$ cat src/rtl/dgsp_pkg.sv
// Shared types and constants for the dense-graph shortest path block.
// Used by dgsp_ctrl, dgsp_datapath and dense_graph_shortest_paths.
package dgsp_pkg;

    localparam int VTX_BITS = 4;
    localparam int WIN_BITS = 16;
    localparam int LEN_BITS = 20;
    localparam int CFG_BITS = 5;

    localparam logic [LEN_BITS-1:0] LEN_MAX   = 20'hFFFFF;
    localparam logic [CFG_BITS-1:0] NODES_RST = 5'd16;

    localparam logic CMD_LOAD = 1'b0;
    localparam logic CMD_RUN  = 1'b1;

    typedef enum logic [2:0] {
        S_CLEAR,
        S_IDLE,
        S_INIT,
        S_FIND,
        S_SETTLE,
        S_RELAX,
        S_OUT
    } t_state;

    typedef struct packed {
        logic clear;
        logic load;
        logic run_start;
        logic init_rd;
        logic find_step;
        logic find_first;
        logic settle;
        logic relax_rd;
        logic emit;
        logic emit_last;
    } t_cmd;

    typedef struct packed {
        logic clear_last;
        logic found;
        logic out_free;
    } t_stat;

endpackage

$ cat src/rtl/dgsp_ctrl.sv
// Controller: sequences memory clear, loads, and the init/find/relax/output scans.
// Depends on dgsp_pkg; issues t_cmd to dgsp_datapath and reads t_stat back.
module dgsp_ctrl import dgsp_pkg::*; #(
    parameter int MAX_NODES = 16
) (
    input  logic                 i_clk,
    input  logic                 i_rst_n,
    input  logic                 i_in_valid,
    output logic                 o_in_stall,
    input  logic                 i_command,
    input  logic [VTX_BITS-1:0]  i_source_vertex,
    input  logic                 i_cfg_we,
    input  logic [CFG_BITS-1:0]  i_cfg_data,
    input  t_stat                i_stat,
    output t_cmd                 o_cmd,
    output logic [$clog2(MAX_NODES)-1:0] o_idx
);

    localparam int IW = $clog2(MAX_NODES);
    localparam int CW = $clog2(MAX_NODES + 1);

    t_state              r_state, n_state;
    logic [IW-1:0]       r_j, n_j;
    logic [CFG_BITS-1:0] r_node_count;

    logic [CW-1:0]       nodes;
    logic                accept;
    logic                run_ok;
    logic                j_last;

    always_comb begin
        nodes  = (32'(r_node_count) > MAX_NODES) ? CW'(MAX_NODES) : CW'(r_node_count);
        accept = i_in_valid && !o_in_stall;
        run_ok = (i_command == CMD_RUN) && (32'(i_source_vertex) < 32'(nodes));
        j_last = (32'(r_j) + 1) == 32'(nodes);
    end

    always_ff @(posedge i_clk) begin
        if (!i_rst_n) begin
            r_state      <= S_CLEAR;
            r_j          <= '0;
            r_node_count <= NODES_RST;
        end else begin
            r_state <= n_state;
            r_j     <= n_j;
            if (i_cfg_we) begin
                r_node_count <= i_cfg_data;
            end
        end
    end

    always_comb begin
        n_state    = r_state;
        n_j        = r_j;
        o_cmd      = '0;
        o_in_stall = 1'b1;
        case (r_state)
            S_CLEAR: begin
                o_cmd.clear = 1'b1;
                if (i_stat.clear_last) begin
                    n_state = S_IDLE;
                end
            end
            S_IDLE: begin
                o_in_stall = 1'b0;
                n_j        = '0;
                if (accept) begin
                    if (i_command == CMD_LOAD) begin
                        o_cmd.load = 1'b1;
                    end else if (run_ok) begin
                        o_cmd.run_start = 1'b1;
                        n_state         = S_INIT;
                    end
                end
            end
            S_INIT: begin
                o_cmd.init_rd = 1'b1;
                n_j           = r_j + 1'b1;
                if (j_last) begin
                    n_j     = '0;
                    n_state = S_FIND;
                end
            end
            S_FIND: begin
                o_cmd.find_step  = 1'b1;
                o_cmd.find_first = (r_j == '0);
                n_j              = r_j + 1'b1;
                if (j_last) begin
                    n_j     = '0;
                    n_state = S_SETTLE;
                end
            end
            S_SETTLE: begin
                // a round that finds nothing ends the search
                if (i_stat.found) begin
                    o_cmd.settle = 1'b1;
                    n_state      = S_RELAX;
                end else begin
                    n_state = S_OUT;
                end
            end
            S_RELAX: begin
                o_cmd.relax_rd = 1'b1;
                n_j            = r_j + 1'b1;
                if (j_last) begin
                    n_j     = '0;
                    n_state = S_FIND;
                end
            end
            S_OUT: begin
                if (i_stat.out_free) begin
                    o_cmd.emit      = 1'b1;
                    o_cmd.emit_last = j_last;
                    n_j             = r_j + 1'b1;
                    if (j_last) begin
                        n_j     = '0;
                        n_state = S_IDLE;
                    end
                end
            end
            default: begin
                n_state = S_IDLE;
            end
        endcase
    end

    assign o_idx = r_j;

    a_emit_free: assert property (@(posedge i_clk) disable iff (!i_rst_n)
        o_cmd.emit |-> i_stat.out_free)
        else $error("result issued into a full output register");

    a_settle_found: assert property (@(posedge i_clk) disable iff (!i_rst_n)
        o_cmd.settle |-> i_stat.found)
        else $error("vertex settled without a find hit");

    a_run_enters_init: assert property (@(posedge i_clk) disable iff (!i_rst_n)
        o_cmd.run_start |=> (r_state == S_INIT) && (r_j == '0))
        else $error("run transaction did not start the init scan");

    a_last_to_idle: assert property (@(posedge i_clk) disable iff (!i_rst_n)
        (o_cmd.emit && o_cmd.emit_last) |=> (r_state == S_IDLE))
        else $error("last result did not end the run");

endmodule

$ cat config.mk
export PLATFORM = sky130hd
export DESIGN_NAME = dgsp_ctrl
export DESIGN_NICKNAME = d
export VERILOG_FILES = /design/src/rtl/dgsp_pkg.sv /design/src/rtl/dgsp_ctrl.sv
export SDC_FILE = /design/constraint.sdc
export NUM_CORES = 1
export LEC_CHECK = 0
export BUFFER_PORTS_ARGS = -buffer_cell sky130_fd_sc_hd__buf_4
export CAP_MARGIN = 5
export CORE_MARGIN = 5
export CORE_UTILIZATION = 50
export CTS_CLUSTER_SIZE = 40
export DETAILED_ROUTE_END_ITERATION = 12
export PLACE_DENSITY = 0.83
export SLEW_MARGIN = 20
export SYNTH_ARGS = -nofsm -noshare
export SYNTH_HDL_FRONTEND = slang
export SYNTH_SLANG_ARGS = --single-unit
$ cat constraint.sdc
create_clock -name i_clk -period 2.4 [get_ports i_clk]
set_input_delay 0.48 -clock i_clk [delete_from_list [all_inputs] [get_ports i_clk]]
set_output_delay 0.48 -clock i_clk [all_outputs]
set_load 0.005 [all_outputs]
==> summary.md, run 1 <==
| Metric | Value |
|---|---|
| Flop and latch count out of synthesis | `12` |
| Drt drc | `0` |
| Max Freq | `422.5 MHz` |
| Pwr per Cell Area | `585.9 nW/um^2` |
| Clock sinks | `12` |
| Hold Slack | `0.4264 ns` |
| Ratio of cells with drive above 1 in the final layout | `42.94%` |
| Register area share after synthesis | `23.47%` |
| Net Count, Synth | `145` |
| Row count | `16` |
| Place WS | `0.06578 ns` |
| Clock-pin slew of the registers on the worst-case setup and hold paths | `0.08 ns` |
| TritonCTS clock tree | `built` |
| Area Growth Syn to Fin | `40.59%` |
| Top post-synthesis cells by area | `dfxtp_1, ha_1, mux2i_1` |
| Status | `finished clean` |
| Vias in the first global route | `1,027` |
| CP Capture Type | `primary output` |
| Clk_skew | `0.006490 ns` |
| Final Max Slew Viols | `0` |
| Leak pwr | `0.6065 nW` |
| Detail Route Antenna Nets | `0` |
| Starting Density | `52.17%` |
| Post-Syn Area per Cell | `8.321 um^2` |
| Clock Tree Buf Depth | `2` |
| Largest net degree at the start of global routing | `16` |
| # port buffers | `31` |
| Synth Instances | `123` |
| Final period util | `98.63%` |
| Max_cap viols | `0` |
| Leading area contributor after synthesis | `dfxtp_1` |
| Reg-to-Reg Start | `r_node_count[4]$_SDFFE_PN1P_` |
| Total GRT Usage | `17.80%` |
| Root buffer cell | `clkbuf_4` |
| Worst Path Required | `1.92 ns` |
| Synth cell types | `40` |
| I/O pin total | `32` |
| # diodes | `0` |
| Yosys warns | `0` |
| CTS buffer count | `3` |
| Crit path max fanout | `6` |
| Register-to-register setup slack | `0.15 ns` |
| Clock period minus worst slack | `2.367 ns` |
| First-pass GRT wire length | `4457 um` |
| Worst-Margin Slew | `0.4979 ns` |
| DRT iter0 DRCs | `33` |
| Hold-fix buffers at CTS | `0` |
| Worst path cell trace | `ha_4 -> buf_4 -> nand3_1 -> nand3_2 -> a221oi_4 -> nand3_4 -> nor3_2 -> buf_4` |
| Vias post-DR | `1,097` |
| Initial antenna violation count | `0` |
| CORE AREA | `1962 um^2` |
| Cell Area, Synth | `1023 um^2` |
| Final nets | `187` |
| Final Hold Vio Count | `0` |
| Slack of the critical path | `0.03292 ns` |
| # H-tree levels | `1` |
| Crit path kind | `flop to primary output` |
| Via/cell ratio | `5.774` |
| DRT Wirelength | `2897 um` |
| Die X-Extent | `55.25 um` |
| Slowest-stage cell, CP | `dfxtp_4` |
| Critical path data arrival time | `1.89 ns` |
| Pwr Total | `0.8430 mW` |
| Final HPWL DP | `1990 um` |
| Setup-failing EPs final | `0` |
| Worst reg2reg path depth | `10` |
| Dpl cells | `178` |
| CP Capture Point | `o_cmd[0]` |
| CP startpoint | `o_idx[0]$_SDFFE_PN0P_` |
| Gr ovfl total | `0` |
| Most frequent CP cell | `buf_4` |
| First-pass DRT Iterations | `4` |
| Clock Latency Late Sink | `0.28 ns` |
| Reg-to-reg endpoint | `r_state[1]$_SDFFE_PN0P_` |
| DIE AREA | `3052 um^2` |
| Non-Filler Instances | `190` |
| CP Launch Type | `flop` |
| RSZ-0062 raised after global routing | `yes` |
| Worst IR Drop VDD | `0.3697 mV` |
| Hold Crit Class | `input port to flop` |
| Die H | `55.25 um` |
| Avg WL per Cell | `15.25 um` |
| CP peak stage delay | `0.37 ns` |
| Share of the synthesized area in the top cell type | `23.47%` |
| GP Congestion | `0.7714` |
| Worst rel slew slack | `66.59%` |
[final cells by class]
cell class              instances  area (um^2)
clock buffers                   3        22.52
fillers                       132        523.0
inverters                      11        41.29
multi-input cells              93        757.0
flip-flops and latches         12        254.0
well taps                      27        33.78
repair buffers                 44        330.3
[flip-flops by register name, summed over array words and instances, names as in the netlist]
signal and count:
r_node_count 5, r_state 3, o_idx 4
[cells in the mapped netlist]
cell type / instances
nor3b_1: 3
nand2_1: 14
nand3_1: 7
a2bb2oi_1: 1
mux2_4: 1
a22oi_1: 1
o21ai_1: 2
o221ai_4: 1
o31ai_1: 1
o221ai_1: 2
dfxtp_1: 12
xnor2_1: 3
o21ai_0: 2
inv_1: 11
ha_1: 5
o211ai_1: 4
o221a_2: 1
nor3_1: 3
a221oi_4: 1
or2b_1: 1
nor4b_1: 1
buf_6: 1
nand3_4: 1
nand4_1: 1
xor2_1: 1
and4bb_2: 1
a21oi_1: 4
nor2_1: 5
nand2b_1: 1
o211a_1: 1
xor2_2: 1
buf_4: 3
a21boi_0: 3
mux2i_1: 6
o311a_1: 1
maj3_2: 1
nand3b_1: 1
clkbuf_1: 3
nor2b_1: 8
a31oi_1: 3
[worst max-delay path: cells and delay by family (launching register included)]
kind | cells | cell delay [ns]
buffers and inverters | 2 | 0.29
adders and majority gates | 1 | 0.18
DFF | 1 | 0.37
AOI/OAI and AO/OA | 1 | 0.30
and+or+nand+nor | 4 | 0.46
[layer usage]
layer  GRT usage, %  part of all wire [%]  vias to the layer above
li1               -                     -                      521
met1          19.77                    40                      513
met2          31.59                    51                       56
met3          5.594                   7.2                        7
met4          6.250                   2.2                        0
met5              0                     0                        -
[layout by cell type (no fill, tap or decap), types with 2 or more instances in the layout]
cell type and n:
dfxtp_2 2, nor3b_1 3, ha_1 3, o211ai_1 4
clkbuf_4 3, nor3_1 2, xnor2_1 3, nand3_1 6
a21oi_1 3, mux2i_1 6, a31oi_1 3, inv_2 3
inv_1 8, buf_4 44, o221ai_1 2, nand2_1 14
ha_4 2, dfxtp_4 3, nor2b_1 7, dfxtp_1 7
o21ai_1 3, nor2_1 5, a21boi_0 3
[cells by family after synthesis]
family,count (synthesis),synth area share [%]
compound gates,28,23.11
xor+xnor,5,5.013
fa+ha+maj,6,7.213
buf+inv,18,8.435
flops,12,23.47
mux,7,7.335
simple gates,47,25.43
[report_power, final]
group | switching, mW | internal, mW | leakage (nW) | total (mW)
Clock | 0.0741 | 0.0583 | 0.0138 | 0.132
Sequential | 0.0665 | 0.228 | 0.101 | 0.294
Combinational | 0.211 | 0.205 | 0.492 | 0.416
[what timing repair did]
action / in CTS / in global routing
buffers inserted: 4 / 5
resized for setup: 10 / 11
pin swaps: 5 / 2
setup endpoints to repair: 2 / 2
[how the worst min path moves through the flow]
stage | from | end | cells past startpoint
6_report | i_cfg_data[4] | r_node_count[4]$_SDFFE_PN1P_ | 3
2_1_floorplan | r_node_count[0]$_SDFFE_PN0P_ | r_node_count[0]$_SDFFE_PN0P_ | 2
3_3_place_gp | o_idx[0]$_SDFFE_PN0P_ | o_idx[0]$_SDFFE_PN0P_ | 2
5_1_grt | i_cfg_data[4] | r_node_count[4]$_SDFFE_PN1P_ | 3
4_1_cts | i_cfg_data[4] | r_node_count[4]$_SDFFE_PN1P_ | 3
3_5_place_dp | r_node_count[0]$_SDFFE_PN0P_ | r_node_count[0]$_SDFFE_PN0P_ | 2
[metrics by stage]
step	cell area [um^2]	utilization [%]	TNS (ns)
6_report	1439	73.34	0
5_1_grt	1439	73.34	-0.03001
4_1_cts	1370	69.83	0
3_5_place_dp	1275	64.99	0
3_3_place_gp	1275	64.99	0
2_1_floorplan	1023	-	0
(Power assumes the default switching activity.)
==> run 2, diff against run 1 <==
Settings changed: PLACE_DENSITY 0.83 to 0.78, REMOVE_ABC_BUFFERS set to 1.
==> run 2 against run 1 <==
  * Count of clock-buffer cells in the layout increased by 1
  * Worst hold slack got worse by 0.018 ns
  * Die area unchanged
  * Fmax increased by 1.1%
  * Global-route usage decreased by 0.35 points
  * Sequential share of layout area decreased by 0.18 points
  * Critical endpoint unchanged
  * Largest cell class unchanged
  * Largest power group unchanged
==> summary.md, run 2 (synthesis gave the netlist of run 1 again) <==
| Metric | Value |
|---|---|
| Worst rel slew slack | `66.39%` |
| Drt drc | `0` |
| # diodes | `0` |
| Avg WL per Cell | `14.25 um` |
| Gr ovfl total | `0` |
| Max Used Layer | `met4` |
| Metal-1 WL | `1145 um` |
| Worst IR Drop VDD | `0.4432 mV` |
| Die H | `55.25 um` |
| Status | `finished clean` |
| Pwr per Cell Area | `599.4 nW/um^2` |
| Final Max Slew Viols | `0` |
| Setup-failing EPs final | `0` |
| Multi-input gate area in the final layout | `752.0 um^2` |
| Hold Slack | `0.4086 ns` |
| Clock period minus worst slack | `2.341 ns` |
| Clock Latency Late Sink | `0.28 ns` |
| Ratio of cells with drive above 1 in the final layout | `42.68%` |
| Hold path depth | `3` |
| Critical path buffer and inverter count | `1` |
| Area Growth Syn to Fin | `41.32%` |
| CP Launch Type | `flop` |
| Hold Path End | `r_node_count[4]$_SDFFE_PN1P_` |
| Final Hold Vio Count | `0` |
| DIE AREA | `3052 um^2` |
| Via/cell ratio | `5.482` |
| Clock sinks | `12` |
| Register-to-register setup slack | `0.20 ns` |
| Worst Path Required | `1.92 ns` |
| Slack of the critical path | `0.05926 ns` |
| Critical path data arrival time | `1.86 ns` |
| Clk_skew | `0.003024 ns` |
| DRT iter0 DRCs | `13` |
| Hold Crit Class | `input port to flop` |
| RSZ-0062 raised after global routing | `yes` |
| Max Freq | `427.2 MHz` |
| Root buffer cell | `clkbuf_4` |
| Crit path kind | `flop to primary output` |
| FF+latch area | `252.7 um^2` |
| Leak pwr | `0.6107 nW` |
| TritonCTS clock tree | `built` |
| Most frequent cells in the layout | `buf_4, nand2_1, inv_1, nor2b_1, dfxtp_1` |
| Fillcell total | `154` |
| Max_cap viols | `0` |
| Worst path cell trace | `ha_4 -> xor2_2 -> mux2_4 -> o221ai_4 -> nand3_4 -> nor3_2 -> buf_4` |
| Total GRT Usage | `17.45%` |
| I/O pin total | `32` |
| Vias post-DR | `1,047` |
| CORE AREA | `1962 um^2` |
| HP Start | `i_cfg_data[4]` |
| Final HPWL DP | `1940 um` |
| Place WS | `0.06938 ns` |
| GP Congestion | `0.7975` |
| Row count | `16` |
| Dpl cells | `178` |
| Reg-to-Reg Start | `o_idx[1]$_SDFFE_PN0P_` |
| Non-Filler Instances | `191` |
| Crit path max-delay family | `flip-flops` |
| Initial antenna violation count | `0` |
| Worst reg2reg path depth | `8` |
| # H-tree levels | `1` |
| Clock-pin slew of the registers on the worst-case setup and hold paths | `0.08 ns` |
| Starting Density | `52.17%` |
| Largest reg by FF count | `r_node_count` |
| Largest register FFs | `5` |
| Worst-Margin Slew | `0.5007 ns` |
| Detail Route Antenna Nets | `0` |
| WL met2 | `1394 um` |
| First-pass DRT Iterations | `4` |
| Slowest-stage cell, CP | `dfxtp_4` |
| CTS buffer count | `3` |
| Reg-to-reg endpoint | `r_state[1]$_SDFFE_PN0P_` |
| # port buffers | `31` |
| Largest net degree at the start of global routing | `16` |
| CP Capture Type | `primary output` |
| Final period util | `97.53%` |
| Wire length on met3 | `133 um` |
| Die X-Extent | `55.25 um` |
| DRT Wirelength | `2721 um` |
| Final nets | `187` |
| CP peak stage delay | `0.39 ns` |
| Vias in the first global route | `1,025` |
| Crit path max fanout | `5` |
| Clock Tree Buf Depth | `2` |
| First-pass GRT wire length | `4395 um` |
| Commonest non-fill, non-tap cell in the layout | `buf_4` |
| Hold-fix buffers at CTS | `0` |
[run 2: cell count changes in the layout (fill, tap and decap cells not counted)]
cell	before	now
nor2b_1	7	8
nor2b_2	1	0
o21ai_1	3	2
xor2_4	1	0
o21ai_2	0	1
nand2b_1	0	1
ha_4	2	3
clkbuf_8	0	1
ha_1	3	2
nand2b_4	1	0
dfxtp_2	2	1
xor2_2	0	1
dfxtp_1	7	8
[run 2: worst max-delay path by stage]
| stage | from | end | slack, ns | cells after the start |
|---|---|---|---|---|
| global placement | o_idx[1]$_SDFFE_PN0P_ | o_cmd[0] | 0.14 | 7 |
| finish | o_idx[1]$_SDFFE_PN0P_ | o_cmd[0] | 0.06 | 7 |
| global route | r_node_count[4]$_SDFFE_PN1P_ | o_cmd[7] | -0.02 | 7 |
| detailed placement | o_idx[1]$_SDFFE_PN0P_ | o_cmd[0] | 0.07 | 7 |
| floorplan | o_idx[0]$_SDFFE_PN0P_ | o_cmd[0] | 0.10 | 6 |
| CTS | o_idx[1]$_SDFFE_PN0P_ | o_cmd[0] | -0.003 | 7 |
[run 2: report_power, final]
group	internal, mW	leakage (nW)	switching [mW]
Sequential	0.228	0.100	0.0669
Combinational	0.202	0.489	0.203
Clock	0.0925	0.0210	0.0752
Total	0.522	0.611	0.345
[run 2: routing by layer]
metal,vias to the layer above,track usage [%]
met3,5,3.497
met4,0,7.292
met5,-,0
met2,35,31.42
met1,488,19.74
li1,519,-
[run 2: through the flow]
stage | power [mW] | instance area, um^2 | util (%) | TNS (ns)
floorplan | 0.5132 | 978.4 | - | 0
global placement | 0.6626 | 1275 | 64.99 | 0
detailed placement | 0.6744 | 1275 | 64.99 | 0
CTS | 0.8483 | 1375 | 70.09 | -0.003121
global route | 0.9303 | 1446 | 73.72 | -0.03050
finish | 0.8669 | 1446 | 73.72 | 0
[run 2: cell type report]
cell class,instances,area share [%]
sequential,12,17.47
multi-input combinational,93,51.99
tap,27,2.336
inverter,11,2.855
timing repair buffer,44,22.84
clock buffer,4,2.509
[run 2: tightest hold or removal path: cells and delay by family]
family                 cells  cell delay, ns
buffers and inverters      1            0.08
and+or+nand+nor            1            0.04
AOI/OAI and AO/OA          1            0.06
[run 2: timing repair]
item,4_1_cts,5_1_grt
cloned,0,0
pin swaps,4,5
resized for setup,10,9
buffers inserted,5,4
endpoints found under the setup margin,2,2
